### src/hw/rtl/icn_pkg.sv
package icn_pkg;

  typedef enum logic [1:0] {
    CMD_TICK        = 2'd0,
    CMD_QUERY       = 2'd1,
    CMD_SLEEP_START = 2'd2,
    CMD_SLEEP_END   = 2'd3
  } cmd_t;

  typedef struct packed {
    cmd_t        command;
    logic [15:0] counter_readback;
    logic [63:0] sleep_ns;
  } in_item_t;

  typedef struct packed {
    logic [63:0] value;
    logic [63:0] tick_count;
    logic [15:0] reload_value;
  } out_item_t;

  localparam int RATE_W = 17;
  localparam int DIVR_W = 16;
  localparam int NPT_W  = 26;

  // rate unit outputs
  typedef struct packed {
    logic              busy;
    logic [DIVR_W-1:0] reload_divisor;
    logic [NPT_W-1:0]  ns_per_tick;
  } rate_t;

  // sleep conversion stage towards the state stage
  typedef struct packed {
    cmd_t        command;
    logic [15:0] rb;
    logic [15:0] cnt;
  } front_t;

  // state stage towards the scaling stages
  typedef struct packed {
    logic [63:0] base;
    logic [15:0] x;
    logic [63:0] ticks;
    logic [15:0] reload;
  } mid_t;

  localparam int STAGES = 8;

  localparam logic [RATE_W-1:0] RATE_MAX     = 17'd62500;
  localparam logic [RATE_W-1:0] RATE_SLOWEST = 17'd18;
  localparam logic [DIVR_W-1:0] DIV_SLOWEST  = 16'hFFFF;
  localparam logic [DIVR_W-1:0] DIV_RESET    = 16'd59659;
  localparam logic [NPT_W-1:0]  NPT_RESET    = 26'd49999930;

  localparam longint unsigned CNT_FREQ_NUMER = 64'd3579545;
  localparam longint unsigned CNT_FREQ_DENOM = 64'd3;
  localparam longint unsigned NS_SCALE       = 64'd3000000000;
  localparam longint unsigned FRAC_NUM       = 64'd600000000;
  localparam longint unsigned FRAC_DEN       = 64'd715909;

  // serial divider
  localparam int DVD_W = 22;
  localparam int DSR_W = 22;
  localparam int CNT_W = 5;
  localparam logic [CNT_W-1:0] DIV_LAST = CNT_W'(DVD_W - 1);

  // ns per tick = div * NPT_INT + (div * NPT_REM) / CNT_FREQ_NUMER
  localparam longint unsigned NPT_INT   = NS_SCALE / CNT_FREQ_NUMER;
  localparam longint unsigned NPT_REM   = NS_SCALE % CNT_FREQ_NUMER;
  localparam int              NPT_Y_W   = 35;
  localparam int              NPT_SHIFT = 36;
  localparam longint unsigned NPT_RECIP = (64'd1 << NPT_SHIFT) / CNT_FREQ_NUMER;
  localparam int              NPT_P_W   = 50;
  localparam int              NPT_Q_W   = 13;

  // x * FRAC_NUM / FRAC_DEN = x * SCL_INT + (x * SCL_REM) / FRAC_DEN
  localparam longint unsigned SCL_INT   = FRAC_NUM / FRAC_DEN;
  localparam longint unsigned SCL_REM   = FRAC_NUM % FRAC_DEN;
  localparam int              SCL_SHIFT = 45;
  localparam longint unsigned SCL_RECIP = (64'd1 << SCL_SHIFT) / FRAC_DEN;
  localparam int              SCL_Q_W   = 13;

  // sleep count estimate from sleep_ns[25:8]
  localparam int              SLP_SHIFT = 32;
  localparam longint unsigned SLP_K     = ((64'd1 << 40) * FRAC_DEN) / FRAC_NUM;
  localparam int              SLP_Q_W   = 17;
  localparam int              SLP_NS_W  = 26;

  localparam logic [17:0] SLEEP_SKID = 18'd64;
  localparam logic [17:0] SLEEP_MAX  = 18'h0FFFF;

endpackage

### src/hw/rtl/icn_scale.sv
module icn_scale (
  input  logic               clk,
  input  logic [3:0]         en,
  input  icn_pkg::mid_t      mid,
  output icn_pkg::out_item_t out_data
);
  import icn_pkg::*;

  logic [32:0]        y4_r;
  logic [25:0]        a4_r;
  logic [63:0]        base4_r;
  logic [63:0]        ticks4_r;
  logic [15:0]        reload4_r;

  logic [SCL_Q_W-1:0] qe5_r;
  logic [21:0]        ylo5_r;
  logic [63:0]        basea5_r;
  logic [63:0]        ticks5_r;
  logic [15:0]        reload5_r;

  logic [SCL_Q_W-1:0] qe6_r;
  logic [21:0]        ylo6_r;
  logic [21:0]        mlo6_r;
  logic [63:0]        basea6_r;
  logic [63:0]        ticks6_r;
  logic [15:0]        reload6_r;

  out_item_t          out_r;

  logic [58:0]        pr;
  logic [21:0]        r;

  assign pr = 59'(y4_r) * 59'(SCL_RECIP);
  assign r  = ylo6_r - mlo6_r;

  always_ff @(posedge clk) begin
    if (en[0]) begin
      y4_r      <= 33'(mid.x) * 33'(SCL_REM);
      a4_r      <= 26'(mid.x) * 26'(SCL_INT);
      base4_r   <= mid.base;
      ticks4_r  <= mid.ticks;
      reload4_r <= mid.reload;
    end
    if (en[1]) begin
      // quotient estimate, low by at most one
      qe5_r     <= pr[SCL_SHIFT +: SCL_Q_W];
      ylo5_r    <= y4_r[21:0];
      basea5_r  <= base4_r + 64'(a4_r);
      ticks5_r  <= ticks4_r;
      reload5_r <= reload4_r;
    end
    if (en[2]) begin
      qe6_r     <= qe5_r;
      ylo6_r    <= ylo5_r;
      mlo6_r    <= 22'(qe5_r) * 22'(FRAC_DEN);
      basea6_r  <= basea5_r;
      ticks6_r  <= ticks5_r;
      reload6_r <= reload5_r;
    end
    if (en[3]) begin
      out_r.value        <= basea6_r + 64'(qe6_r) + 64'(r >= 22'(FRAC_DEN));
      out_r.tick_count   <= ticks6_r;
      out_r.reload_value <= reload6_r;
    end
  end

  assign out_data = out_r;

endmodule

### config.mk
export PLATFORM = sky130hd
export DESIGN_NAME = icn_scale
export DESIGN_NICKNAME = d
export VERILOG_FILES = /design/src/hw/rtl/icn_pkg.sv /design/src/hw/rtl/icn_scale.sv
export SDC_FILE = /design/constraint.sdc
export NUM_CORES = 2
export LEC_CHECK = 0
export BUFFER_PORTS_ARGS = -buffer_cell sky130_fd_sc_hd__buf_4
export CORE_AREA = 2 2 334 303
export DETAILED_ROUTE_END_ITERATION = 16
export DIE_AREA = 0 0 336 305
export PLACE_DENSITY = 0.67
export SYNTH_ARGS = -nofsm -noshare
export SYNTH_HDL_FRONTEND = slang
export SYNTH_SLANG_ARGS = --single-unit
### constraint.sdc
create_clock -name clk -period 9.6 [get_ports clk]
set_input_delay 1.44 -clock clk [delete_from_list [all_inputs] [get_ports clk]]
set_output_delay 1.44 -clock clk [all_outputs]
set_load 0.1 [all_outputs]
==> flow_metrics.py <==
metrics = {
    "clock_network": {
        "ctsResizeCount": 0,
        "clockBufferDepth": 3,
        "htree_levels": 3,
        "clk_pin_slew_ps": 60,
        "cts_tree": "yes",
        "cts-root-buf": "clkbuf_16",
        "cts_sinks": 720,
        "clock_latency_ps": 640,
        "numCtsBuffers": 75,
        "cts_hold_buf": 0,
        "postCtsSetupBuffers": 0,
    },
    "timing": {
        "tns_ps": 0,
        "worst_slew_pin_slew_ps": 1040,
        "layout_setup_ws_ps": 2090,
        "finalHoldViolCount": 0,
        "rsz0062_at_grt": "false",
        "slew_viol_final": 0,
        "fin_crit_sh": 0.782,
        "fin_skew_ps": 27.4,
        "fmax_mhz": 133,
        "period_needed_ps": 7510,
        "slew_headroom": 0.307,
        "setup_viol": 0,
    },
    "global_route": {
        "grt_start_max_net_pins": 119,
        "grt_pass1_vias": 28875,
        "grt_pass1_wl_um": 164000,
        "grt_use_total": 0.211,
        "antenna_found_initial": 5,
        "grt.overflow.total": 0,
    },
    "detailed_routing": {
        "detail-route-antenna-nets": 0,
        "drc": 0,
        "route.detailed.wl_per_inst_um": 19.2,
        "viasPerCell": 5.02,
        "finalWirelength_um": 105000,
        "drt_iter0_markers": 1757,
        "drt-pass1-iter-count": 5,
        "vias": 27541,
    },
    "logic_synthesis": {
        "synthFlopType": "edfxtp_1",
        "synth.distinct_cells": 71,
        "syn_avg_cell_area_um2": 13.3,
        "synthCells": 3685,
        "ys_seq_elements": 720,
        "synth_common_cells": "inv_1 (878), edfxtp_1 (720), ha_1 (620)",
        "synth_edf_count": 720,
        "syn_area_um2": 49200,
        "yosysMostFrequentCell": "inv_1",
        "synth_area_leader_cell": "edfxtp_1",
        "syn_nets": 4984,
        "ys_warn_count": 0,
        "seq_area_frac_synth": 0.440,
        "synth_area_leaders": "edfxtp_1 (44%), fa_1 (21%), ha_1 (16%)",
        "synth-async-reset-ratio": 0,
        "yosysTopAreaCellShare": 0.440,
    },
    "die": {
        "dieArea_um2": 102000,
        "die_y_um": 305,
        "num_rows": 110,
        "num_io_pins": 309,
        "die_w_um": 336,
        "core_um2": 99200,
        "initial_core_util": 0.495,
    },
    "setup_path": {
        "arrival_ps": 7890,
        "crit_path_end_kind": "register",
        "critPathLaunchType": "register",
        "crit_type": "reg -> reg",
        "required_ps": 9980,
        "crit_path_max_fanout": 10,
        "r2r_cells": 24,
    },
    "place": {
        "pre_cts_slack_ps": 2110,
        "placement.io_buffers": 308,
        "gp_congestion": 0.913,
        "dp_hpwl_um": 85400,
    },
    "hold_path": {
        "min_path_type": "reg -> reg",
        "min_path_cells": 0,
    },
    "status": {
        "run_status": "complete, no violations",
    },
    "layout": {
        "fill_cells": 8112,
        "layout-drive-gt1-share": 0.109,
        "area_growth_pct": 13.5,
        "nets": 5373,
    },
    "run": {
        "maxCapViolCount": 0,
    },
}
cells by family (layout without fill, tap and decap cells):
family | after synthesis | count (layout) | share of synthesized area
AO/OA/AOI/OAI | 342 | 342 | 0.0456
XOR/XNOR | 217 | 217 | 0.0387
adder cells (fa/ha/maj) | 1134 | 1134 | 0.367
buffers and inverters | 883 | 1332 | 0.0676
flip-flops | 720 | 720 | 0.440
multiplexers | 2 | 2 | 0.000433
other | 0 | 4 | 0
AND/OR/NAND/NOR | 387 | 387 | 0.0408
layout by cell type (no fill, tap or decap), types with 14 or more instances in the layout:
cell       synthesis  routed
o21a_1            14      14
ha_1             620     620
buf_4              1     313
nand3_1           65      65
fa_1             514     514
nand4_1           28      28
xor2_1            54      54
nand2b_1          20      20
xnor2_1          163     163
nand2_1           69      69
o21bai_1          17      17
a21o_1            73      73
nor3_1            26      26
inv_1            878     878
a21oi_1          116     116
edfxtp_1         720     720
clkbuf_1           2      14
nor2b_1           21      21
o21ai_0           45      45
nor2_1            83      83
clkbuf_16          0      75
and3_1            33      33
flip-flops by register name, indices dropped and copies added (netlist names), 20 cells and up:
| signal | flops |
|---|---|
| a4_r | 25 |
| ticks5_r | 64 |
| ticks6_r | 64 |
| base4_r | 64 |
| ylo6_r | 21 |
| y4_r | 31 |
| basea6_r | 64 |
| ticks4_r | 64 |
| ylo5_r | 21 |
| basea5_r | 64 |
| out_data | 144 |
| mlo6_r | 20 |
metal layers:
layer  global-route usage  vias up  share of wire
li1                     -    13078              -
met1                0.295    13610           0.45
met2                0.332      691           0.46
met3               0.0454      160          0.064
met4               0.0649        2          0.030
met5                    0        -       0.000066
final timing paths:
check	startpoint	end	slack, ps
max	y4_r[20]$_DFFE_PP_	qe5_r[11]$_DFFE_PP_	2090
min	ticks5_r[47]$_DFFE_PP_	ticks6_r[47]$_DFFE_PP_	390
max reg2reg	y4_r[20]$_DFFE_PP_	qe5_r[11]$_DFFE_PP_	2090
min reg2reg	ticks5_r[47]$_DFFE_PP_	ticks6_r[47]$_DFFE_PP_	390
worst max-delay path, stage by stage, from the launching register on:
cell and delay (ps):
edfxtp_1 640, inv_1 190, fa_1 550, fa_1 530, fa_1 540, inv_1 50, fa_1 460, fa_1 530
fa_1 540, inv_1 50, fa_1 540, inv_1 50, ha_1 330, a21o_1 170, a21o_1 170, a21oi_1 140
nor3_1 60, a211oi_1 330, nand3_1 150, a21o_1 230, a31oi_1 320, o21ai_1 180, a21o_1 230, a21oi_1 180
xnor2_1 80
metrics by stage:
stage	hold slack (ps)	util	cell area [um2]	cells
global placement	400	0.536	53200	5341
detailed placement	405	0.536	53200	5341
floorplan	400	-	49200	3685
CTS	391	0.562	55800	5478
finish	394	0.562	55800	5482
global route	408	0.562	55800	5482
area by class of cell:
| class | instances | area (um2) | area share |
|---|---|---|---|
| sequential | 720 | 21600 | 0.388 |
| antenna | 4 | 10.0 | 0.000179 |
| tap | 1344 | 1680 | 0.0301 |
| inverter | 878 | 3300 | 0.0591 |
| timing repair buffer | 317 | 2400 | 0.0431 |
| clock buffer | 89 | 1930 | 0.0346 |
| clock inverter | 48 | 634 | 0.0114 |
| multi-input combinational | 2082 | 24200 | 0.434 |
Power is left out: the tool's default activity adds up to more than one toggle a clock period on the data nets, which glitch-free logic cannot reach.
