===== config.mk =====
export PLATFORM = sky130hd
export DESIGN_NAME = icn_state
export DESIGN_NICKNAME = d
export VERILOG_FILES = /design/src/hw/rtl/icn_pkg.sv /design/src/hw/rtl/icn_state.sv
export SDC_FILE = /design/constraint.sdc
export NUM_CORES = 1
export LEC_CHECK = 0
export BUFFER_PORTS_ARGS = -buffer_cell sky130_fd_sc_hd__buf_4
export CAP_MARGIN = 10
export CORE_ASPECT_RATIO = 0.7
export CORE_MARGIN = 2
export CORE_UTILIZATION = 60
export CTS_BUF_LIST = sky130_fd_sc_hd__clkbuf_8 sky130_fd_sc_hd__clkbuf_16
export DETAILED_ROUTE_END_ITERATION = 10
export GPL_ROUTABILITY_DRIVEN = 0
export HOLD_SLACK_MARGIN = 0.08
export PLACE_DENSITY = 0.9
export RECOVER_POWER = 100
export SYNTH_ARGS = -nofsm -noshare
export SYNTH_HDL_FRONTEND = slang
export SYNTH_SLANG_ARGS = --single-unit
export TNS_END_PERCENT = 20

===== constraint.sdc =====
create_clock -name clk -period 5.6 [get_ports clk]
set_input_delay 0.56 -clock clk [delete_from_list [all_inputs] [get_ports clk]]
set_output_delay 0.56 -clock clk [all_outputs]
set_load 0.01 [all_outputs]

===== src/hw/rtl/icn_pkg.sv =====
package icn_pkg;

  typedef enum logic [1:0] {
    CMD_TICK        = 2'd0,
    CMD_QUERY       = 2'd1,
    CMD_SLEEP_START = 2'd2,
    CMD_SLEEP_END   = 2'd3
  } cmd_t;

  typedef struct packed {
    cmd_t        command;
    logic [15:0] counter_readback;
    logic [63:0] sleep_ns;
  } in_item_t;

  typedef struct packed {
    logic [63:0] value;
    logic [63:0] tick_count;
    logic [15:0] reload_value;
  } out_item_t;

  localparam int RATE_W = 17;
  localparam int DIVR_W = 16;
  localparam int NPT_W  = 26;

  // rate unit outputs
  typedef struct packed {
    logic              busy;
    logic [DIVR_W-1:0] reload_divisor;
    logic [NPT_W-1:0]  ns_per_tick;
  } rate_t;

  // sleep conversion stage towards the state stage
  typedef struct packed {
    cmd_t        command;
    logic [15:0] rb;
    logic [15:0] cnt;
  } front_t;

  // state stage towards the scaling stages
  typedef struct packed {
    logic [63:0] base;
    logic [15:0] x;
    logic [63:0] ticks;
    logic [15:0] reload;
  } mid_t;

  localparam int STAGES = 8;

  localparam logic [RATE_W-1:0] RATE_MAX     = 17'd62500;
  localparam logic [RATE_W-1:0] RATE_SLOWEST = 17'd18;
  localparam logic [DIVR_W-1:0] DIV_SLOWEST  = 16'hFFFF;
  localparam logic [DIVR_W-1:0] DIV_RESET    = 16'd59659;
  localparam logic [NPT_W-1:0]  NPT_RESET    = 26'd49999930;

  localparam longint unsigned CNT_FREQ_NUMER = 64'd3579545;
  localparam longint unsigned CNT_FREQ_DENOM = 64'd3;
  localparam longint unsigned NS_SCALE       = 64'd3000000000;
  localparam longint unsigned FRAC_NUM       = 64'd600000000;
  localparam longint unsigned FRAC_DEN       = 64'd715909;

  // serial divider
  localparam int DVD_W = 22;
  localparam int DSR_W = 22;
  localparam int CNT_W = 5;
  localparam logic [CNT_W-1:0] DIV_LAST = CNT_W'(DVD_W - 1);

  // ns per tick = div * NPT_INT + (div * NPT_REM) / CNT_FREQ_NUMER
  localparam longint unsigned NPT_INT   = NS_SCALE / CNT_FREQ_NUMER;
  localparam longint unsigned NPT_REM   = NS_SCALE % CNT_FREQ_NUMER;
  localparam int              NPT_Y_W   = 35;
  localparam int              NPT_SHIFT = 36;
  localparam longint unsigned NPT_RECIP = (64'd1 << NPT_SHIFT) / CNT_FREQ_NUMER;
  localparam int              NPT_P_W   = 50;
  localparam int              NPT_Q_W   = 13;

  // x * FRAC_NUM / FRAC_DEN = x * SCL_INT + (x * SCL_REM) / FRAC_DEN
  localparam longint unsigned SCL_INT   = FRAC_NUM / FRAC_DEN;
  localparam longint unsigned SCL_REM   = FRAC_NUM % FRAC_DEN;
  localparam int              SCL_SHIFT = 45;
  localparam longint unsigned SCL_RECIP = (64'd1 << SCL_SHIFT) / FRAC_DEN;
  localparam int              SCL_Q_W   = 13;

  // sleep count estimate from sleep_ns[25:8]
  localparam int              SLP_SHIFT = 32;
  localparam longint unsigned SLP_K     = ((64'd1 << 40) * FRAC_DEN) / FRAC_NUM;
  localparam int              SLP_Q_W   = 17;
  localparam int              SLP_NS_W  = 26;

  localparam logic [17:0] SLEEP_SKID = 18'd64;
  localparam logic [17:0] SLEEP_MAX  = 18'h0FFFF;

endpackage


===== src/hw/rtl/icn_state.sv =====
module icn_state (
  input  logic            clk,
  input  logic            rst_n,
  input  logic            load,
  input  logic            upd,
  input  icn_pkg::front_t front,
  input  icn_pkg::rate_t  rate,
  output icn_pkg::mid_t   mid
);
  import icn_pkg::*;

  logic [63:0] clock_r, clock_nxt;
  logic [63:0] ticks_r, ticks_nxt;
  logic [15:0] armed_r, armed_nxt;
  mid_t        mid_r, mid_nxt;

  always_comb begin
    clock_nxt = clock_r;
    ticks_nxt = ticks_r;
    armed_nxt = armed_r;
    mid_nxt.base   = '0;
    mid_nxt.x      = '0;
    case (front.command)
      CMD_TICK: begin
        clock_nxt    = clock_r + 64'(rate.ns_per_tick);
        ticks_nxt    = ticks_r + 64'd1;
        mid_nxt.base = clock_nxt;
      end
      CMD_QUERY: begin
        mid_nxt.base = clock_r;
        // readback above the divisor clamps to zero
        if (rate.reload_divisor > front.rb) begin
          mid_nxt.x = rate.reload_divisor - front.rb;
        end
      end
      CMD_SLEEP_START: begin
        armed_nxt    = front.cnt;
        mid_nxt.base = 64'(front.cnt);
      end
      CMD_SLEEP_END: begin
        if (armed_r > front.rb) begin
          mid_nxt.x = armed_r - front.rb;
        end
      end
      default: begin
      end
    endcase
    mid_nxt.ticks  = ticks_nxt;
    mid_nxt.reload = rate.reload_divisor;
  end

  always_ff @(posedge clk) begin
    if (!rst_n) begin
      clock_r <= '0;
      ticks_r <= '0;
      armed_r <= '0;
    end else if (upd) begin
      clock_r <= clock_nxt;
      ticks_r <= ticks_nxt;
      armed_r <= armed_nxt;
    end
  end

  always_ff @(posedge clk) begin
    if (load) begin
      mid_r <= mid_nxt;
    end
  end

  assign mid = mid_r;

endmodule


==> results by group <==
Run status
  • Status: complete, but fails checks
  • Failing checks: max-capacitance violations, max-slew violations

Power and ir drop
  • Pwr Total: 5.08 mW
  • Power per Cell Area: 275 mW/mm2
  • Peak supply drop: 0.000260 V
  • LEAKAGE: ~7 nW

Yosys
  • Post-synthesis mux area share: less than 1%
  • Synth Instances: ~1700
  • YS warnings: 0
  • Main combinational cell family by area after synthesis: simple AND/OR/NAND/NOR gates
  • Sequential area share after synthesis: 47.6%
  • Top cell type's share of synthesized area: just under 30%
  • Mapped Nets: 1875
  • Fraction of the mapped netlist area in simple logic gates: around a fifth
  • Synth Flop Type: edfxtp_1
  • Post-synth EDFFs: 160
  • FF+latch count, synth: a little over 300
  • Area contributors post-synth: edfxtp_1 (30%), dfxtp_1 (18%), xor2_1 (6.8%)
  • Post-synthesis cell area: 0.0161 mm2
  • Synth Area in XOR/XNOR: 11.0%
  • Mean Syn Cell Area: 9.32 um2
  • Compound-cell area share of the yosys netlist: 12.0%
  • Synth Area in Adders: 4.94%
  • Cell taking the most area after synthesis: edfxtp_1
  • Post-synth ARST share: 0%
  • Post-synthesis cell type count: 70

Timing
  • TNS Setup: 0 ns
  • Final hold vios: 0
  • Clock skew: 0.0115 ns
  • Final setup violation count: 0
  • Fin. max-slew vios: 128
  • Final cycle utilization of the critical path: between 70% and 80%
  • Fmax: 225 MHz
  • Hold WS: 0.207 ns
  • Final min period: 4.44 ns
  • Slew Limit Headroom: -139%
  • RSZ-0062 raised after global routing: false
  • Measured slew at the worst slew-check pin: 3.59 ns

Routing
  • Drt pass-1 iters: 6
  • Vias after detailed routing: 14200
  • Drt drc: 0
  • 1st-iter DRT viols: 1336
  • DRT antenna net count: 0
  • Drt wl/cell: between 15 and 20 um
  • Via density: 6.11
  • Routed Wire Length: 42600 um

Floorplanning
  • Die height: roughly 140 um
  • Full die area: approximately 0.028 mm2
  • Die width: about 200 um
  • Std-Cell Rows: 50
  • I/O pins: 241
  • Initial core utilization: between 60% and 70%
  • Core Box Area: 0.0266 mm2

Layout
  • Layout overhead on the synthesized area: 14.4%
  • Diodes inserted: 0
  • Fillers: 2081
  • Nets: 2074
  • Share of layout cells above drive strength 1: 6.85%

Worst hold path
  • Tightest Hold Check Type: input pin to register
  • HP Start: rate[35]
  • Hold path endpoint: mid[9]$_DFFE_PP_
  • WHS Path Cells: 1

Flow run
  • Max-cap violations: 2

Clock network
  • Root Driver: clkbuf_16
  • TritonCTS buffer count: 31
  • Clk sinks: 304
  • CTS Buffer Depth: 3
  • CTS resizes: 0
  • CTS Hold Bufs: 0
  • Clock-pin slew on the worst setup and hold paths: 0.06 ns
  • Later-pin clock latency in the skew report: 0.56 ns
  • TritonCTS clock tree: done
  • H-tree depth: 1
  • Post CTS Setup Buffer Count: 0

Worst setup path
  • RR Startpoint: clock_r[0]$_SDFFE_PN0P_
  • CP startpoint kind: input pin
  • Critical Path End Type: register
  • FF-to-FF path depth: 12
  • FF-to-FF setup slack: 1.17 ns
  • Setup crit start: rst_n
  • Max FO, Critical Path: 77
  • Reg2Reg Capture Point: mid[136]$_DFFE_PP_
  • Worst EP arrival: 4.89 ns
  • WP data required: 6.05 ns
  • Worst setup path class: input pin to register

Global route
  • First-pass GRT wire length: 67100 um
  • Global route overflow: 0
  • Vias in the first global route: 13300
  • Antenna violations before repair: 0
  • Largest net degree at the start of global routing: 78
  • Gr usage total: 29.3%

Placement
  • Post-DP HPWL: 29900 um
  • Buffers on Ports: 239
power breakdown:
part | internal, mW | switching [mW]
Sequential | 2.43 | 0.0310
Clock | 1.20 | 0.873
Combinational | 0.191 | 0.350
Total | 3.82 | 1.25
metrics by stage:
step | setup slack (ns) | cell area, um2 | cells | utilization [%]
after floorplan | 2.24 | 16100 | 1732 | -
after global placement | 1.58 | 18100 | 2261 | 68.3
after detailed placement | 1.46 | 18100 | 2261 | 68.3
after CTS | 1.77 | 19200 | 2319 | 72.2
after global routing | 0.829 | 18500 | 2320 | 69.5
final | 1.16 | 18500 | 2320 | 69.5
final cells by class:
type                       instances  area [um2]  share of cell area [%]
tap                              364         455                    2.47
inverter                          55         209                    1.13
clock buffer                      38         883                    4.78
clock inverter                    20         151                   0.820
multi-input combinational       1291        7900                    42.8
sequential                       304        7690                    41.6
timing repair buffer             248        1180                    6.40
critical path, stage by stage:
cell,delay [ns]
clkbuf_1,0.55
inv_4,0.75
clkbuf_1,2.57
or4_1,0.33
nand2_1,0.06
cell usage in the layout (no fill, tap or decap), types with 60 or more instances in the layout:
cell type,n
clkbuf_1,180
dfxtp_1,144
edfxtp_1,160
inv_1,60
xnor2_1,76
nand2_1,208
buf_4,63
nand3_1,79
nor2_1,180
o21ai_0,84
xor2_1,126
a21oi_1,128
worst max path at each step:
stage	depth (start not counted)	slack [ns]	endpoint
3_5_place_dp	13	1.46	mid[144]$_DFFE_PP_
3_3_place_gp	13	1.58	mid[144]$_DFFE_PP_
5_1_grt	5	0.83	clock_r[50]$_SDFFE_PN0P_
2_1_floorplan	13	2.24	mid[122]$_DFFE_PP_
4_1_cts	12	1.77	mid[144]$_DFFE_PP_
6_report	5	1.16	clock_r[50]$_SDFFE_PN0P_
Yosys cell counts (all sizes together) (3+ instances only):
cell type  instances
a211oi             8
a21boi             3
a21o              12
a21oi            129
a31oi              7
a41oi              6
and2              13
and3              28
and4               8
buf               18
clkbuf            64
dfxtp            144
edfxtp           160
fa                 3
ha                59
inv               53
mux2i              9
nand2            208
nand2b            10
nand3             79
nand4             48
nor2             181
nor2b             11
nor3              28
nor4               6
o211ai            16
o21a              10
o21ai             84
o22ai             19
o31ai              5
or2                9
or3               37
or4               19
xnor2             76
xor2             126
logic make-up after synthesis:
kind of cell               Yosys count
AOI/OAI and AO/OA                  325
xor gates and xnor gates           202
and+or+nand+nor                    693
muxes                                9
DFF                                304
buffers and inverters              137
adders and majority gates           62
state kept, by name, indices dropped and copies added, names as in the netlist:
| register | cells |
|---|---|
| armed_r | 16 |
| clock_r | 64 |
| mid | 160 |
| ticks_r | 64 |
routing by layer:
layer  track usage [%]  vias to the layer above  part of all wire (%)
met5                 0                        -                     0
met4              10.6                        0                   3.7
met3              4.42                      143                   8.9
met2              47.4                      731                    46
met1              40.4                     6744                    42
li1                  -                     6557                     -
Note: power is estimated with default switching activity, not from simulation.
