==> config.mk <==
export PLATFORM = sky130hd
export DESIGN_NAME = icn_rate
export DESIGN_NICKNAME = d
export VERILOG_FILES = /design/src/hw/rtl/icn_pkg.sv /design/src/hw/rtl/icn_rate.sv
export SDC_FILE = /design/constraint.sdc
export NUM_CORES = 2
export LEC_CHECK = 0
export ABC_AREA = 1
export ABC_CLOCK_PERIOD_IN_PS = 19700
export BUFFER_PORTS_ARGS = -buffer_cell sky130_fd_sc_hd__buf_2
export CELL_PAD_IN_SITES_DETAIL_PLACEMENT = 2
export CELL_PAD_IN_SITES_GLOBAL_PLACEMENT = 2
export CORE_ASPECT_RATIO = 1.25
export CORE_UTILIZATION = 45
export CTS_CLUSTER_SIZE = 28
export DETAILED_ROUTE_END_ITERATION = 8
export GPL_ROUTABILITY_DRIVEN = 0
export PLACE_DENSITY = 0.87
export SYNTH_ARGS = -nofsm -noshare
export SYNTH_HDL_FRONTEND = slang
export SYNTH_SLANG_ARGS = --single-unit
==> constraint.sdc <==
create_clock -name clk -period 19.7 [get_ports clk]
set_input_delay 1.97 -clock clk [delete_from_list [all_inputs] [get_ports clk]]
set_output_delay 1.97 -clock clk [all_outputs]
set_load 0.03 [all_outputs]
==> src/hw/rtl/icn_pkg.sv <==
package icn_pkg;

  typedef enum logic [1:0] {
    CMD_TICK        = 2'd0,
    CMD_QUERY       = 2'd1,
    CMD_SLEEP_START = 2'd2,
    CMD_SLEEP_END   = 2'd3
  } cmd_t;

  typedef struct packed {
    cmd_t        command;
    logic [15:0] counter_readback;
    logic [63:0] sleep_ns;
  } in_item_t;

  typedef struct packed {
    logic [63:0] value;
    logic [63:0] tick_count;
    logic [15:0] reload_value;
  } out_item_t;

  localparam int RATE_W = 17;
  localparam int DIVR_W = 16;
  localparam int NPT_W  = 26;

  // rate unit outputs
  typedef struct packed {
    logic              busy;
    logic [DIVR_W-1:0] reload_divisor;
    logic [NPT_W-1:0]  ns_per_tick;
  } rate_t;

  // sleep conversion stage towards the state stage
  typedef struct packed {
    cmd_t        command;
    logic [15:0] rb;
    logic [15:0] cnt;
  } front_t;

  // state stage towards the scaling stages
  typedef struct packed {
    logic [63:0] base;
    logic [15:0] x;
    logic [63:0] ticks;
    logic [15:0] reload;
  } mid_t;

  localparam int STAGES = 8;

  localparam logic [RATE_W-1:0] RATE_MAX     = 17'd62500;
  localparam logic [RATE_W-1:0] RATE_SLOWEST = 17'd18;
  localparam logic [DIVR_W-1:0] DIV_SLOWEST  = 16'hFFFF;
  localparam logic [DIVR_W-1:0] DIV_RESET    = 16'd59659;
  localparam logic [NPT_W-1:0]  NPT_RESET    = 26'd49999930;

  localparam longint unsigned CNT_FREQ_NUMER = 64'd3579545;
  localparam longint unsigned CNT_FREQ_DENOM = 64'd3;
  localparam longint unsigned NS_SCALE       = 64'd3000000000;
  localparam longint unsigned FRAC_NUM       = 64'd600000000;
  localparam longint unsigned FRAC_DEN       = 64'd715909;

  // serial divider
  localparam int DVD_W = 22;
  localparam int DSR_W = 22;
  localparam int CNT_W = 5;
  localparam logic [CNT_W-1:0] DIV_LAST = CNT_W'(DVD_W - 1);

  // ns per tick = div * NPT_INT + (div * NPT_REM) / CNT_FREQ_NUMER
  localparam longint unsigned NPT_INT   = NS_SCALE / CNT_FREQ_NUMER;
  localparam longint unsigned NPT_REM   = NS_SCALE % CNT_FREQ_NUMER;
  localparam int              NPT_Y_W   = 35;
  localparam int              NPT_SHIFT = 36;
  localparam longint unsigned NPT_RECIP = (64'd1 << NPT_SHIFT) / CNT_FREQ_NUMER;
  localparam int              NPT_P_W   = 50;
  localparam int              NPT_Q_W   = 13;

  // x * FRAC_NUM / FRAC_DEN = x * SCL_INT + (x * SCL_REM) / FRAC_DEN
  localparam longint unsigned SCL_INT   = FRAC_NUM / FRAC_DEN;
  localparam longint unsigned SCL_REM   = FRAC_NUM % FRAC_DEN;
  localparam int              SCL_SHIFT = 45;
  localparam longint unsigned SCL_RECIP = (64'd1 << SCL_SHIFT) / FRAC_DEN;
  localparam int              SCL_Q_W   = 13;

  // sleep count estimate from sleep_ns[25:8]
  localparam int              SLP_SHIFT = 32;
  localparam longint unsigned SLP_K     = ((64'd1 << 40) * FRAC_DEN) / FRAC_NUM;
  localparam int              SLP_Q_W   = 17;
  localparam int              SLP_NS_W  = 26;

  localparam logic [17:0] SLEEP_SKID = 18'd64;
  localparam logic [17:0] SLEEP_MAX  = 18'h0FFFF;

endpackage

==> src/hw/rtl/icn_rate.sv <==
module icn_rate (
  input  logic                        clk,
  input  logic                        rst_n,
  input  logic                        cfg_we,
  input  logic [icn_pkg::RATE_W-1:0]  cfg_wdata,
  output icn_pkg::rate_t              rate
);
  import icn_pkg::*;

  typedef enum logic [2:0] {R_IDLE, R_DIV, R_MUL, R_EST, R_CHK, R_FIX} rstate_t;

  rstate_t            state_r;
  logic [DIVR_W-1:0]  div_r;
  logic [NPT_W-1:0]   npt_r;
  logic [DVD_W-1:0]   dvd_r;
  logic [DSR_W-1:0]   rem_r;
  logic [DSR_W-1:0]   dsr_r;
  logic [CNT_W-1:0]   cnt_r;
  logic [NPT_Y_W-1:0] y_r;
  logic [NPT_W-1:0]   a_r;
  logic [NPT_Q_W-1:0] qe_r;
  logic [NPT_Y_W-1:0] m_r;

  logic [RATE_W-1:0]  hz;
  logic [DSR_W:0]     t;
  logic               ge;
  logic [DSR_W-1:0]   rem_step;
  logic [DVD_W-1:0]   dvd_step;
  logic [NPT_P_W-1:0] pr;
  logic [NPT_Y_W-1:0] fr;

  always_comb begin
    hz       = (cfg_wdata > RATE_MAX) ? RATE_MAX : cfg_wdata;
    // one restoring step per cycle, quotient shifts in where the dividend leaves
    t        = {rem_r, dvd_r[DVD_W-1]};
    ge       = t >= {1'b0, dsr_r};
    rem_step = ge ? DSR_W'(t - {1'b0, dsr_r}) : t[DSR_W-1:0];
    dvd_step = {dvd_r[DVD_W-2:0], ge};
    // quotient estimate, low by at most one
    pr       = NPT_P_W'(y_r) * NPT_P_W'(NPT_RECIP);
    fr       = y_r - m_r;
  end

  always_ff @(posedge clk) begin
    if (!rst_n) begin
      state_r <= R_IDLE;
      div_r   <= DIV_RESET;
      npt_r   <= NPT_RESET;
    end else begin
      case (state_r)
        R_IDLE: begin
          if (cfg_we) begin
            if (hz <= RATE_SLOWEST) begin
              div_r   <= DIV_SLOWEST;
              state_r <= R_MUL;
            end else begin
              dvd_r   <= DVD_W'(CNT_FREQ_NUMER);
              dsr_r   <= DSR_W'(hz) * DSR_W'(CNT_FREQ_DENOM);
              rem_r   <= '0;
              cnt_r   <= '0;
              state_r <= R_DIV;
            end
          end
        end
        R_DIV: begin
          dvd_r <= dvd_step;
          rem_r <= rem_step;
          cnt_r <= cnt_r + 1'b1;
          if (cnt_r == DIV_LAST) begin
            div_r   <= dvd_step[DIVR_W-1:0];
            state_r <= R_MUL;
          end
        end
        R_MUL: begin
          y_r     <= NPT_Y_W'(div_r) * NPT_Y_W'(NPT_REM);
          a_r     <= NPT_W'(div_r) * NPT_W'(NPT_INT);
          state_r <= R_EST;
        end
        R_EST: begin
          qe_r    <= pr[NPT_SHIFT +: NPT_Q_W];
          state_r <= R_CHK;
        end
        R_CHK: begin
          m_r     <= NPT_Y_W'(qe_r) * NPT_Y_W'(CNT_FREQ_NUMER);
          state_r <= R_FIX;
        end
        R_FIX: begin
          npt_r   <= a_r + NPT_W'(qe_r) + NPT_W'(fr >= NPT_Y_W'(CNT_FREQ_NUMER));
          state_r <= R_IDLE;
        end
        default: state_r <= R_IDLE;
      endcase
    end
  end

  assign rate.busy           = (state_r != R_IDLE);
  assign rate.reload_divisor = div_r;
  assign rate.ns_per_tick    = npt_r;

endmodule

==> impl_metrics.toml <==
[run_status]
outcome = "finished clean"

[critical_path]
crit_buf_inv = 4
arrival_ns = 7.89
crit_family = "adder cells"
worstPathRequired_ns = 20.01
cpPeakStageDelay_ns = 0.98
cpMostUsedCell = "fa_1"
crit_fanout = 9
crit_chain = "ha_1 -> inv_1 -> fa_1 -> inv_1 -> fa_1 -> inv_1 -> fa_1 -> inv_1 -> fa_1 -> fa_1 -> ha_1 -> a21oi_1 -> o21ai_0 -> nand2_1 -> nand3_1 -> a31oi_1 -> nand3_1 -> a21oi_1 -> xor2_1"
worstSetupStartpointType = "flip-flop"
crit_slowest_cell = "edfxtp_1"
crit_path_end_kind = "flip-flop"
path_depth = 19
reg2regPathDepth = 19
critical_path_class = "flip-flop to flip-flop"

[sta]
setup_viol = 0
finalMaxSlewViolations = 0
hold_viol_final = 0
clock.fmax_mhz = 132
fin_skew_ns = 0.0227
post-route-min-period_ns = 7.58
tns_ns = 0
fin_crit_sh_pct = 38.5
grt_setup_unrepaired = "false"
worst_pin_slew_ns = 1.18
relSlewSlack_pct = 21.4

[logic_synthesis]
ys_warn_count = 0
synth_largest_area_cell = "fa_1"
synth_common_cells = "inv_1 (1,061), nand2_1 (622), ha_1 (598)"
synth_xor_area_share_pct = 3.42
ys_seq_elements = 219
synth-edff-count = 174
synth_mux_area_share_pct = 0
synth-simple-area-share_pct = 13.4
async_flop_share_pct = 0
ys_seq_area_share_pct = 17.0
syn-instance-count = 4177
netlist_area_sq_um = 36100
synthAdderAreaFrac_pct = 46.4
synth_compound_area_share_pct = 8.48
synth_top_area_share_pct = 25.6
syn_avg_cell_area_sq_um = 8.64
yosys-top-cells-area = "fa_1 (26%), ha_1 (21%), edfxtp_1 (14%), inv_1 (11%), nand2_1 (6.5%)"
synth_top_family_by_area = "adder cells"
synth.most_common_cell = "inv_1"
synth_top_flop_cell = "edfxtp_1"
ys_types = 57

[die]
die_y_um = 319
fp.coreArea_sq_um = 79000
die_width_um = 255
io_pins = 63
initial_core_util_pct = 45.7
rows = 115
fp.dieArea_sq_um = 81300

[global_routing]
first_global_vias = 40124
grtUsageTotal_pct = 46.0
grt_remaining_overflow = 0
grt_pass1_wl_mm = 270
antenna_found_initial = 11
grt_max_degree = 59

[cts]
clk_latency_ns = 0.60
cts_num_sinks = 219
postCtsSetupRepairBufs = 0
cts_root_buffer = "clkbuf_16"
cts_tree = "done"
hold_buffers = 0
cts_buffer_depth = 3
cts_made_buffers = 27
htreeDepth = 1
post_cts_resized = 0
clk_pin_slew_ns = 0.07

[detailed_routing]
post_drt_via_cell_ratio = 6.23
vias = 33272
drt_wl_total_mm = 182
drcViolationCount = 0
dr.pass1.iters = 8
drt_iter0_drc = 2418
antenna_left = 0
wire_per_inst_um = 34.1

[final_layout]
multi_input_area_sq_um = 25900
ff_latch_area_sq_um = 6130
areaGrowthSynthToFinish_pct = 7.03
n_fill_cell = 8634
drive_above_1_share_pct = 3.99
nets = 5341

[placed_design]
place_hpwl_mm = 131
io_buffers = 62

[worst_hold_path]
worstHoldPathCells = 2
min_path_type = "flip-flop to flip-flop"

[run]
cap_violations = 0
cells by family (layout without fill, tap and decap cells):
kind of cell    after synthesis  in the layout
xor+xnor                    141            141
simple gates               1153           1153
buf+inv                    1081           1184
fa+ha+maj                  1060           1060
compound gates              521            521
other cells                   2             10
flops                       219            219
worst reg2reg max path: cells and delay by family (launching register included):
kind	cells	cell delay (ns)
buffers and inverters	4	0.45
adder cells (fa/ha/maj)	7	3.90
flip-flops	1	0.98
AO/OA/AOI/OAI	4	1.15
XOR/XNOR	1	0.16
AND/OR/NAND/NOR	3	0.64
sequential cells by signal, indices dropped and copies added (netlist names):
register and count:
dsr_r 19, state_r 3, y_r 33, a_r 25, dvd_r 22, m_r 35, cnt_r 5, npt_r 26
qe_r 13, div_r 16, rem_r 22
per-stage QoR:
| stage | std cells | setup slack [ns] | area (sq um) | util [%] | hold WS (ns) |
|---|---|---|---|---|---|
| after floorplan | 4179 | 11.63 | 36100 | - | 0.482 |
| after detailed placement | 5285 | 13.12 | 37700 | 47.7 | 0.464 |
| after global routing | 5335 | 12.10 | 38600 | 48.9 | 0.550 |
| final | 5341 | 12.12 | 38600 | 48.9 | 0.530 |
| after global placement | 5285 | 13.37 | 37700 | 47.7 | 0.451 |
| after CTS | 5335 | 12.92 | 38600 | 48.9 | 0.533 |
routing by layer:
layer	routed length, um	vias to the layer above	GRT usage (%)
met3	13300	1270	14.1
met1	58200	16654	43.3
met2	88800	1977	77.6
met4	21700	12	45.4
li1	-	13359	-
met5	120	-	0.0608
area by class of cell:
cell class / count / area share, %
Clock inverter: 15 / 0.395
Timing Repair Buffer: 70 / 0.959
Inverter: 1064 / 10.4
Sequential cell: 219 / 15.9
Clock buffer: 35 / 1.93
Multi-Input combinational cell: 2879 / 67.0
Antenna cell: 6 / 0.0389
Tap cell: 1053 / 3.41
cells in the final DEF, fill, tap and decap left out, types with 11 or more instances in the layout:
cell type / instances
xnor2_1: 42
nor2_1: 264
xor2_1: 99
a21oi_1: 245
a31oi_1: 11
ha_1: 598
nand2_1: 622
o21ai_2: 18
a21o_1: 17
nor4_1: 15
dfxtp_1: 45
inv_1: 1061
nand4_1: 35
o21a_1: 16
o211ai_1: 16
edfxtp_1: 174
nand3_1: 133
buf_2: 62
clkbuf_16: 28
o21bai_1: 26
o21ai_0: 120
fa_1: 462
nor3_1: 38
path summary, 6_finish.rpt:
| kind | endpoint | slack, ns | from |
|---|---|---|---|
| setup / recovery | qe_r[12] | 12.12 | y_r[20] |
| hold / removal | npt_r[22] | 0.53 | npt_r[22] |
| setup reg to reg | qe_r[12] | 12.12 | y_r[20] |
| hold reg to reg | npt_r[22] | 0.53 | npt_r[22] |
Power is not shown: default switching activity piles up to over one toggle a cycle in this logic, so the estimate is an artifact.
