--- src/hw/rtl/icn_pkg.sv ---
package icn_pkg;

  typedef enum logic [1:0] {
    CMD_TICK        = 2'd0,
    CMD_QUERY       = 2'd1,
    CMD_SLEEP_START = 2'd2,
    CMD_SLEEP_END   = 2'd3
  } cmd_t;

  typedef struct packed {
    cmd_t        command;
    logic [15:0] counter_readback;
    logic [63:0] sleep_ns;
  } in_item_t;

  typedef struct packed {
    logic [63:0] value;
    logic [63:0] tick_count;
    logic [15:0] reload_value;
  } out_item_t;

  localparam int RATE_W = 17;
  localparam int DIVR_W = 16;
  localparam int NPT_W  = 26;

  // rate unit outputs
  typedef struct packed {
    logic              busy;
    logic [DIVR_W-1:0] reload_divisor;
    logic [NPT_W-1:0]  ns_per_tick;
  } rate_t;

  // sleep conversion stage towards the state stage
  typedef struct packed {
    cmd_t        command;
    logic [15:0] rb;
    logic [15:0] cnt;
  } front_t;

  // state stage towards the scaling stages
  typedef struct packed {
    logic [63:0] base;
    logic [15:0] x;
    logic [63:0] ticks;
    logic [15:0] reload;
  } mid_t;

  localparam int STAGES = 8;

  localparam logic [RATE_W-1:0] RATE_MAX     = 17'd62500;
  localparam logic [RATE_W-1:0] RATE_SLOWEST = 17'd18;
  localparam logic [DIVR_W-1:0] DIV_SLOWEST  = 16'hFFFF;
  localparam logic [DIVR_W-1:0] DIV_RESET    = 16'd59659;
  localparam logic [NPT_W-1:0]  NPT_RESET    = 26'd49999930;

  localparam longint unsigned CNT_FREQ_NUMER = 64'd3579545;
  localparam longint unsigned CNT_FREQ_DENOM = 64'd3;
  localparam longint unsigned NS_SCALE       = 64'd3000000000;
  localparam longint unsigned FRAC_NUM       = 64'd600000000;
  localparam longint unsigned FRAC_DEN       = 64'd715909;

  // serial divider
  localparam int DVD_W = 22;
  localparam int DSR_W = 22;
  localparam int CNT_W = 5;
  localparam logic [CNT_W-1:0] DIV_LAST = CNT_W'(DVD_W - 1);

  // ns per tick = div * NPT_INT + (div * NPT_REM) / CNT_FREQ_NUMER
  localparam longint unsigned NPT_INT   = NS_SCALE / CNT_FREQ_NUMER;
  localparam longint unsigned NPT_REM   = NS_SCALE % CNT_FREQ_NUMER;
  localparam int              NPT_Y_W   = 35;
  localparam int              NPT_SHIFT = 36;
  localparam longint unsigned NPT_RECIP = (64'd1 << NPT_SHIFT) / CNT_FREQ_NUMER;
  localparam int              NPT_P_W   = 50;
  localparam int              NPT_Q_W   = 13;

  // x * FRAC_NUM / FRAC_DEN = x * SCL_INT + (x * SCL_REM) / FRAC_DEN
  localparam longint unsigned SCL_INT   = FRAC_NUM / FRAC_DEN;
  localparam longint unsigned SCL_REM   = FRAC_NUM % FRAC_DEN;
  localparam int              SCL_SHIFT = 45;
  localparam longint unsigned SCL_RECIP = (64'd1 << SCL_SHIFT) / FRAC_DEN;
  localparam int              SCL_Q_W   = 13;

  // sleep count estimate from sleep_ns[25:8]
  localparam int              SLP_SHIFT = 32;
  localparam longint unsigned SLP_K     = ((64'd1 << 40) * FRAC_DEN) / FRAC_NUM;
  localparam int              SLP_Q_W   = 17;
  localparam int              SLP_NS_W  = 26;

  localparam logic [17:0] SLEEP_SKID = 18'd64;
  localparam logic [17:0] SLEEP_MAX  = 18'h0FFFF;

endpackage

--- src/hw/rtl/icn_sleep.sv ---
module icn_sleep (
  input  logic              clk,
  input  logic [2:0]        en,
  input  icn_pkg::in_item_t in_data,
  output icn_pkg::front_t   front
);
  import icn_pkg::*;

  in_item_t              item_r;

  cmd_t                  cmd1_r;
  logic [15:0]           rb1_r;
  logic                  big1_r;
  logic [58:0]           pk1_r;
  logic [31:0]           m1lo1_r;

  cmd_t                  cmd2_r;
  logic [15:0]           rb2_r;
  logic                  big2_r;
  logic [SLP_Q_W-1:0]    qe2_r;
  logic [31:0]           m1lo2_r;
  logic [31:0]           m2lo2_r;

  logic [SLP_Q_W-1:0]    qe1;
  logic [31:0]           r;
  logic [17:0]           c;
  logic [17:0]           cs;

  assign qe1 = pk1_r[SLP_SHIFT +: SLP_Q_W];

  always_ff @(posedge clk) begin
    if (en[0]) begin
      item_r <= in_data;
    end
    if (en[1]) begin
      cmd1_r  <= item_r.command;
      rb1_r   <= item_r.counter_readback;
      // requests of 2^26 ns or more always saturate
      big1_r  <= |item_r.sleep_ns[63:SLP_NS_W];
      // estimate never exceeds the true count and falls short by at most one
      pk1_r   <= 59'(item_r.sleep_ns[SLP_NS_W-1:8]) * 59'(SLP_K);
      m1lo1_r <= item_r.sleep_ns[31:0] * 32'(FRAC_DEN);
    end
    if (en[2]) begin
      cmd2_r  <= cmd1_r;
      rb2_r   <= rb1_r;
      big2_r  <= big1_r;
      qe2_r   <= qe1;
      m1lo2_r <= m1lo1_r;
      m2lo2_r <= 32'(qe1) * 32'(FRAC_NUM);
    end
  end

  always_comb begin
    // remainder stays below twice the divisor, so the low word is enough
    r  = m1lo2_r - m2lo2_r;
    c  = 18'(qe2_r) + 18'(r >= 32'(FRAC_NUM));
    cs = c + SLEEP_SKID;
    front.command = cmd2_r;
    front.rb      = rb2_r;
    front.cnt     = (big2_r || cs > SLEEP_MAX) ? SLEEP_MAX[15:0] : cs[15:0];
  end

endmodule

--- config.mk ---
export PLATFORM = sky130hd
export DESIGN_NAME = icn_sleep
export DESIGN_NICKNAME = d
export VERILOG_FILES = /design/src/hw/rtl/icn_pkg.sv /design/src/hw/rtl/icn_sleep.sv
export SDC_FILE = /design/constraint.sdc
export NUM_CORES = 1
export LEC_CHECK = 0
export ABC_AREA = 1
export ABC_CLOCK_PERIOD_IN_PS = 8029
export BUFFER_PORTS_ARGS = -buffer_cell sky130_fd_sc_hd__buf_2
export CORE_UTILIZATION = 30
export CTS_BUF_LIST = sky130_fd_sc_hd__clkbuf_8 sky130_fd_sc_hd__clkbuf_16
export DETAILED_ROUTE_END_ITERATION = 10
export PLACE_DENSITY = 0.46
export SLEW_MARGIN = 20
export SYNTH_ARGS = -nofsm -noshare
export SYNTH_HDL_FRONTEND = slang
export SYNTH_SLANG_ARGS = --single-unit
--- constraint.sdc ---
create_clock -name clk -period 8.03 [get_ports clk]
set_clock_uncertainty 0.1 [all_clocks]
set_input_delay 1.606 -clock clk [delete_from_list [all_inputs] [get_ports clk]]
set_output_delay 1.606 -clock clk [all_outputs]
set_load 0.1 [all_outputs]
==> results of run 1 <==
[cells in the final DEF, fill, tap and decap left out, types with 2 or more instances in the layout]
master and n:
a211oi_1 3, a21boi_0 4, a21o_1 11, a21oi_1 113, a31o_2 3, a31oi_1 7, buf_2 117, buf_4 15
clkbuf_16 27, clkinv_1 7, clkinvlp_4 4, edfxtp_1 222, fa_1 321, ha_1 443, inv_1 671, inv_6 4
nand2_1 417, nand2_2 2, nand3_1 71, nand3b_1 7, nand4_1 28, nor2_1 140, nor2_2 3, nor3_1 11
nor3_4 2, nor4_1 17, o211ai_1 6, o21a_1 5, o21ai_0 65, o21bai_1 5, o31ai_1 3, or2_2 7
xnor2_1 31, xor2_1 60
[worst max-delay path: stages, from the launching register on]
cell and delay [ns]:
edfxtp_1 0.43, ha_1 0.23, fa_1 0.35, inv_1 0.17, nand2_1 0.08, nand3_1 0.21
nand2_1 0.12, nand3b_1 0.10, nand2_1 0.07, nor2_1 0.16, a21boi_0 0.25, nand3_1 0.10
nand3_1 0.09, ha_1 0.23, ha_1 0.20, nand2_1 0.07, inv_2 0.08, nand2_4 0.06
nor3_4 0.13, nor2_2 0.06, nor2_2 0.11, nand2_2 0.10, nor3_4 0.15, nand2_1 0.09
a21oi_2 0.50, o21ai_0 0.26, buf_2 0.36
[cell type report]
cell class	count	area [µm²]	area share, %
multi-input combinational	1799	17070	58.42
sequential	222	6666	22.81
inverter	668	2507	8.579
tap	1155	1445	4.944
timing repair buffer	132	698.2	2.389
clock buffer	27	675.6	2.312
clock inverter	22	161.4	0.5522
[stage by stage]
| stage | hold slack, ns | cell area (µm²) | std cells | utilization, % |
|---|---|---|---|---|
| finish | 0.3112 | 29230 | 4025 | 33.69 |
| global route | 0.3161 | 29230 | 4025 | 33.69 |
| CTS | 0.3112 | 29220 | 4025 | 33.68 |
| detailed placement | 0.3045 | 28380 | 3976 | 32.72 |
| global placement | 0.3005 | 28380 | 3976 | 32.72 |
| floorplan | 0.3003 | 26260 | 2691 | - |
[logic make-up after synthesis]
logic type               synth area share, %
AO/OA/AOI/OAI                          5.041
XOR/XNOR                               3.035
adder cells (fa/ha/maj)                45.58
buffers and inverters                  9.611
flip-flops                             25.39
AND/OR/NAND/NOR                        11.34
[routing by layer]
| layer | wire length, µm | track usage (%) | share of wire, % |
|---|---|---|---|
| met1 | 35130 | 23.47 | 49 |
| met2 | 32520 | 27.08 | 46 |
| met3 | 2829 | 2.210 | 4.0 |
| met4 | 935 | 2.527 | 1.3 |
| met5 | 13 | 0 | 0.018 |
[state kept, by name (all words and copies together) (netlist names)]
signal and cells:
rb1_r 16, rb2_r 16, item_r 82, pk1_r 17, qe2_r 17, m1lo2_r 23
cmd2_r 2, m2lo2_r 22, big1_r 1, m1lo1_r 23, cmd1_r 2, big2_r 1
[final timing paths]
kind                                 to  slack (ns)                start
setup / recovery               front[3]        0.99   qe2_r[0]$_DFFE_PP_
hold reg to reg      rb2_r[8]$_DFFE_PP_        0.31   rb1_r[8]$_DFFE_PP_
hold / removal       rb2_r[8]$_DFFE_PP_        0.31   rb1_r[8]$_DFFE_PP_
setup reg to reg  m1lo1_r[24]$_DFFE_PP_        1.47  item_r[8]$_DFFE_PP_
==> impl_metrics.yaml, run 1 <==
status:
  status: "finished clean"
timing:
  report.final.slew_viol_count: 0
  worst_slew_margin_rel_pct: 26.07
  tightest_slew_ns: 1.109
  finalWorstSetupSlack_ns: 0.9944
  post-route-min-period_ns: 7.036
  max_freq_ghz: 0.1421
  fin_tns_setup_ns: 0
  hold_viol: 0
  grt_setup_unrepaired: "false"
  setup_viol: 0
  period_share_pct: 87.62
place:
  detailed_place_hpwl_um: 61460
  place_congestion: 0.9046
  pre_cts_ws_ns: 1.416
  port_buffers: 119
detailed_routing:
  drc: 0
  vias: 17810
  drt_iter0_markers: 873
  routed_wl_um: 71440
  wire_per_inst_um: 17.75
  via_per_inst: 4.425
  dr.pass1.iters: 5
  ant_nets: 0
die:
  ios: 120
  die-area_mm2: 0.08871
  core_area_mm2: 0.08675
  rows: 108
  die_y_um: 297.8
  die-width_um: 297.8
  initial_core_util_pct: 30.27
global_route:
  overflow: 0
  grt_max_degree: 60
  grt_pass1_vias: 19010
  track_usage_pct: 16.50
  antenna_found_initial: 4
  grt_pass1_wl_um: 111800
clocking:
  postCtsHoldBufs: 0
  clock_latency_ns: 0.58
  cts_resized: 0
  cts_tree: "done"
  numCtsBuffers: 27
  cts_root_buffer: "clkbuf_16"
  cts_buffer_depth: 3
  post-cts-setup-buffer-count: 0
  clkTransAtPathRegs_ns: 0.06
  ctsHtreeMaxLevel: 1
  clkSinkCount: 222
logic_synthesis:
  synth_area_leader_cell: "edfxtp_1"
  synthTopCellsByCount: "inv_1, ha_1, nand2_1"
  syn_inst: 2691
  synth_edf_count: 222
  postSynthAreaPerCell_um2: 9.758
  synth_area_leaders: "edfxtp_1, fa_1, ha_1"
  async_flop_share_pct: 0
  synth_cell_types: 44
  synth_seq_cells: 222
  yosysSeqAreaShare_pct: 25.39
  yosysMostFrequentCell: "inv_1"
  ys_warn_count: 0
  synthFlopType: "edfxtp_1"
  syn_area_mm2: 0.02626
  synth_top_area_share_pct: 25.39
  synth_nets: 3541
worst_setup_path:
  path_class: "register to output pin"
  critPathLaunchType: "register"
  cp.required_ns: 6.32
  path_max_fanout: 16
  cp.arrival_ns: 5.33
  cp-end-kind: "output pin"
  rr_worst_depth: 22
layout:
  nFillCells: 8974
  antennaDiodeCount: 0
  area_growth_pct: 11.31
  nets: 3700
  drive_above_1_share_pct: 6.725
run:
  cap_violations: 0
hold_path:
  hold_path.class: "register to register"
  whs_path_depth: 0
Power of run 1 is not shown: default switching activity piles up to over one toggle a cycle in this logic, so the estimate is an artifact.
==> run 2, diff against run 1 <==
Settings changed: ABC_AREA 1 to unset.
==> run 2 against run 1 <==
Register-to-register slack worse by 0.27 ns; non-clock buffer count up 6; area after synthesis down 8.8%; sequential share of layout area increased by 1.9 points; global-route usage shrank 2.1 points; die area shrank 8.8%; largest cell class unchanged; hold slack gained 0.0045 ns.
==> impl_metrics.yaml, run 2 <==
status:
  status: "finished clean"
layout:
  drive_above_1_share_pct: 8.794
  reg.largest.list: "item_r: 82 flops, m1lo1_r: 23 flops, m1lo2_r: 23 flops"
  nets: 3036
  fin_area_mm2: 0.02694
  antennaDiodeCount: 0
  nFillCells: 7844
  area_growth_pct: 12.54
  layout_common_cells: "inv_1, ha_1, fa_1, edfxtp_1, buf_2"
  largest_reg_flops: 82
  largest-register: "item_r"
  multi_input_area_mm2: 0.01538
  final_common_cell: "inv_1"
  register_area_mm2: 0.006666
detailed_routing:
  dr.pass1.iters: 4
  via_per_inst: 4.374
  wire_per_inst_um: 17.40
  drc: 0
  ant_nets: 0
  vias: 14240
  routed_wl_um: 56670
  drt_iter0_markers: 644
worst_setup_path:
  max_stage_delay_ns: 0.40
  cp.required_ns: 6.32
  critPathMostFrequentCell: "ha_1"
  crit_slowest_cell: "edfxtp_1"
  cp_top_family: "compound AO/OA/AOI/OAI gates"
  cp.arrival_ns: 5.71
  crit_path_cell_trace: "ha_1 > fa_1 > nand2b_1 > a21oi_1 > o41a_1 > a31oi_1 > a21oi_1 > o22a_1 > a221oi_1 > a21o_1 > nor2b_1 > o221ai_1 > ha_1 > ha_1 > nand2_1 > nor2_1 > nor2_1 > nor3b_2 > and3_1 > nand3_1 > o21a_1 > or3_1 > buf_2"
  path_max_fanout: 5
  path_class: "register to output pin"
  crit_buf_inv: 1
  cp-end-kind: "output pin"
  critPathLaunchType: "register"
die:
  initial_core_util_pct: 30.30
  rows: 103
  die-width_um: 284.5
  die_y_um: 284.5
  die-area_mm2: 0.08093
  ios: 120
  core_area_mm2: 0.07900
logic_synthesis:
  ys_warn_count: 0
  synthTopCellsByCount: "inv_1, ha_1, fa_1"
  syn_inst: 2021
  synth_area_leader_cell: "edfxtp_1"
  postSynthAreaPerCell_um2: 11.85
  yosysSeqAreaShare_pct: 27.85
  synth_top_area_share_pct: 27.85
  synth_edf_count: 222
  synth_area_leaders: "edfxtp_1, fa_1, ha_1"
  async_flop_share_pct: 0
  synth_seq_cells: 222
  yosysMostFrequentCell: "inv_1"
  syn_area_mm2: 0.02394
  synth_nets: 2871
  synthFlopType: "edfxtp_1"
  synth_cell_types: 54
global_route:
  grt_pass1_wl_um: 89910
  grt_max_degree: 69
  track_usage_pct: 14.36
  grt_pass1_vias: 15730
  overflow: 0
  antenna_found_initial: 0
timing:
  max_freq_ghz: 0.1348
  period_share_pct: 92.38
  hold_viol: 0
  finalWorstSetupSlack_ns: 0.6115
  grt_setup_unrepaired: "false"
  tightest_slew_ns: 1.009
  fin_tns_setup_ns: 0
  setup_viol: 0
  post-route-min-period_ns: 7.419
  report.final.slew_viol_count: 0
  worst_slew_margin_rel_pct: 32.73
clocking:
  ctsHtreeMaxLevel: 1
  numCtsBuffers: 27
  cts_tree: "done"
  clock_latency_ns: 0.56
  cts_buffer_depth: 3
  cts_root_buffer: "clkbuf_16"
  post-cts-setup-buffer-count: 0
  clkTransAtPathRegs_ns: 0.07
  clkSinkCount: 222
place:
  port_buffers: 119
  place_area_mm2: 0.02599
  detailed_place_hpwl_um: 48370
  place_congestion: 0.8510
  pre_cts_ws_ns: 0.6826
run:
  cap_violations: 0
hold_path:
  hold_path.class: "register to register"
-- run 2: cell types whose count changed in the layout (fill, tap and decap cells not counted), sizes merged, moves of 13 or more --
| cell | before | now |
|---|---|---|
| xnor2 | 31 | 76 |
| nor2b | 0 | 16 |
| o21ai | 67 | 32 |
| a21o | 11 | 24 |
| nand2 | 420 | 44 |
| a21oi | 114 | 62 |
| inv | 677 | 514 |
| nand4 | 28 | 8 |
| nor2 | 143 | 53 |
| xor2 | 60 | 28 |
| nand3 | 71 | 20 |
-- run 2: cell families after synthesis --
kind of cell,synth area share [%]
adder cells (fa/ha/maj),50.00
buffers and inverters,7.950
flip-flops,27.85
AND/OR/NAND/NOR,4.552
AO/OA/AOI/OAI,5.629
XOR/XNOR,3.805
multiplexers,0.2195
-- run 2: repair_timing --
item,CTS,global route
hold buffers,0,0
setup endpoints to repair,0,14
resized for setup,0,3
hold endpoints to repair,0,0
-- run 2: through the flow --
step | std cells | hold slack [ns] | util, %
after floorplan | 2021 | 0.3003 | -
after global placement | 3207 | 0.3014 | 32.90
after detailed placement | 3207 | 0.3045 | 32.90
after CTS | 3256 | 0.3129 | 34.09
after global routing | 3256 | 0.3203 | 34.10
final | 3256 | 0.3157 | 34.10
-- run 2: final timing paths --
kind	start	end	slack [ns]	cells after the start
setup / recovery	qe2_r[0]$_DFFE_PP_	front[0]	0.61	23
hold / removal	m1lo1_r[31]$_DFFE_PP_	m1lo2_r[31]$_DFFE_PP_	0.32	0
setup reg to reg	item_r[13]$_DFFE_PP_	pk1_r[48]$_DFFE_PP_	1.20	19
hold reg to reg	m1lo1_r[31]$_DFFE_PP_	m1lo2_r[31]$_DFFE_PP_	0.32	0
-- run 2: layout make-up --
| cell class | instances | share of cell area, % |
|---|---|---|
| well taps | 1050 | 4.876 |
| inverters | 505 | 7.036 |
| clock inverters | 22 | 0.9845 |
| multi-input cells | 1292 | 57.09 |
| flip-flops and latches | 222 | 24.74 |
| repair buffers | 138 | 2.759 |
| clock buffers | 27 | 2.508 |
-- run 2: routing by layer --
metal	track usage, %	share of wire, %
met1	19.39	47
met2	24.53	48
met3	1.429	2.8
met4	3.656	2.3
met5	0	0
Power of run 2 is left out for the same reason.
==> run 3, diff against run 2 <==
Settings changed: CTS_BUF_LIST sky130_fd_sc_hd__clkbuf_8 sky130_fd_sc_hd__clkbuf_16 to unset.
==> run 3 against run 2 <==
Worst setup slack got worse by 0.0031 ns; critical endpoint unchanged; cell count unchanged; maximum frequency about the same; global-route usage about the same.
==> impl_metrics.yaml, run 3 (synthesis results as in run 2) <==
status:
  status: "finished clean"
detailed_routing:
  ant_nets: 0
  routed_wl_um: 56730
  drt_iter0_markers: 652
  drc: 0
  vias: 14250
  via_per_inst: 4.375
  dr.pass1.iters: 5
  wire_per_inst_um: 17.42
place:
  numPlacedInstances: 3207
  pre_cts_ws_ns: 0.6826
  detailed_place_hpwl_um: 48370
  place_congestion: 0.8510
  port_buffers: 119
die:
  rows: 103
  ios: 120
  die-width_um: 284.5
  die_y_um: 284.5
  core_area_mm2: 0.07900
  die-area_mm2: 0.08093
  initial_core_util_pct: 30.30
layout:
  antennaDiodeCount: 0
  largest-register: "item_r"
  register_area_mm2: 0.006666
  nFillCells: 7844
  area_growth_pct: 12.54
  final_common_cell: "inv_1"
  multi_input_area_mm2: 0.01538
  largest_reg_flops: 82
  reg.largest.list: "item_r: 82 flops, m1lo1_r: 23 flops, m1lo2_r: 23 flops"
  layout_common_cells: "inv_1, ha_1, fa_1, edfxtp_1, buf_2"
  nets: 3036
  drive_above_1_share_pct: 8.794
  final_cells: 3256
clocking:
  clkTransAtPathRegs_ns: 0.07
  cts_root_buffer: "clkbuf_16"
  numCtsBuffers: 27
  cts_buffer_depth: 3
  clkSinkCount: 222
  post-cts-setup-buffer-count: 0
  ctsHtreeMaxLevel: 1
  clock_latency_ns: 0.56
  cts_tree: "done"
worst_setup_path:
  path_max_fanout: 5
  cp.required_ns: 6.32
  max_stage_delay_ns: 0.37
  critPathMostFrequentCell: "ha_1"
  cp.arrival_ns: 5.72
  cp_top_family: "compound AO/OA/AOI/OAI gates"
  crit_cells: 24
  cp-end-kind: "output pin"
  critPathLaunchType: "register"
  crit_slowest_cell: "o41a_1"
  path_class: "register to output pin"
  crit_path_cell_trace: "inv_1 > ha_1 > fa_1 > nand2b_1 > a21oi_1 > o41a_1 > a31oi_1 > a21oi_1 > o22a_1 > nor4b_1 > a311oi_1 > a311oi_1 > o221ai_1 > ha_1 > ha_1 > nand2_1 > nor2_1 > nor2_1 > nor3b_2 > and3_1 > nand3_1 > o21a_1 > or3_1 > buf_2"
  crit_buf_inv: 2
  rr_worst_depth: 19
timing:
  post-route-min-period_ns: 7.422
  max_freq_ghz: 0.1347
  grt_setup_unrepaired: "false"
  period_share_pct: 92.42
  hold_viol: 0
  tightest_slew_ns: 1.011
  fin_tns_setup_ns: 0
  finalWorstSetupSlack_ns: 0.6083
  report.final.slew_viol_count: 0
  setup_viol: 0
  worst_slew_margin_rel_pct: 32.60
global_route:
  grt_max_degree: 69
  grt_pass1_wl_um: 89890
  grt_pass1_vias: 15730
  track_usage_pct: 14.36
  overflow: 0
  antenna_found_initial: 0
run:
  cap_violations: 0
hold_path:
  hold_path.class: "register to register"
  whs_path_depth: 0
[run 3: repair_timing]
item	in CTS	in global routing
endpoints found under the setup margin	0	14
resized for setup	0	3
endpoints found under the hold margin	0	0
hold buffers	0	0
[run 3: cell type report]
type,instances,share of cell area [%]
Clock buffer,31,2.564
Clock inverter,18,0.9288
Inverter,505,7.036
Multi-Input combinational cell,1292,57.09
Sequential cell,222,24.74
Tap cell,1050,4.876
Timing Repair Buffer,138,2.759
[run 3: path summary, 6_finish.rpt]
kind / start / slack, ns / to
max: m1lo2_r[9]$_DFFE_PP_ / 0.61 / front[0]
min: m1lo1_r[31]$_DFFE_PP_ / 0.32 / m1lo2_r[31]$_DFFE_PP_
max reg2reg: item_r[13]$_DFFE_PP_ / 1.19 / pk1_r[48]$_DFFE_PP_
min reg2reg: m1lo1_r[31]$_DFFE_PP_ / 0.32 / m1lo2_r[31]$_DFFE_PP_
[run 3: worst register-to-register path: stages, from the launching register on]
cell and delay, ns:
edfxtp_1 0.97, ha_1 0.51, ha_1 0.34, ha_1 0.30, fa_1 0.54, inv_1 0.05, fa_1 0.47, inv_1 0.05
fa_1 0.45, ha_1 0.31, a21oi_1 0.12, o21ai_0 0.15, o21ai_0 0.36, nor3b_1 0.09, a211o_1 0.43, a211o_1 0.37
o41a_1 0.38, a211o_1 0.31, a21oi_1 0.18, xnor2_1 0.08
[run 3: stage by stage]
step,hold slack (ns),instance area [µm²],utilization (%)
2_1_floorplan,0.3003,23940,-
3_3_place_gp,0.3014,25990,32.90
3_5_place_dp,0.3045,25990,32.90
4_1_cts,0.3130,26930,34.09
5_1_grt,0.3203,26940,34.10
6_report,0.3157,26940,34.10
[run 3: layer usage]
metal | part of all wire (%) | up-vias | GRT usage, % | wire, µm
met2 | 48 | 157 | 24.54 | 27160
li1 | - | 7006 | - | -
met5 | 0 | - | 0 | 0
met3 | 2.5 | 55 | 1.429 | 1424
met4 | 2.3 | 0 | 3.656 | 1285
met1 | 47 | 7027 | 19.38 | 26860
Power of run 3 is left out for the same reason.
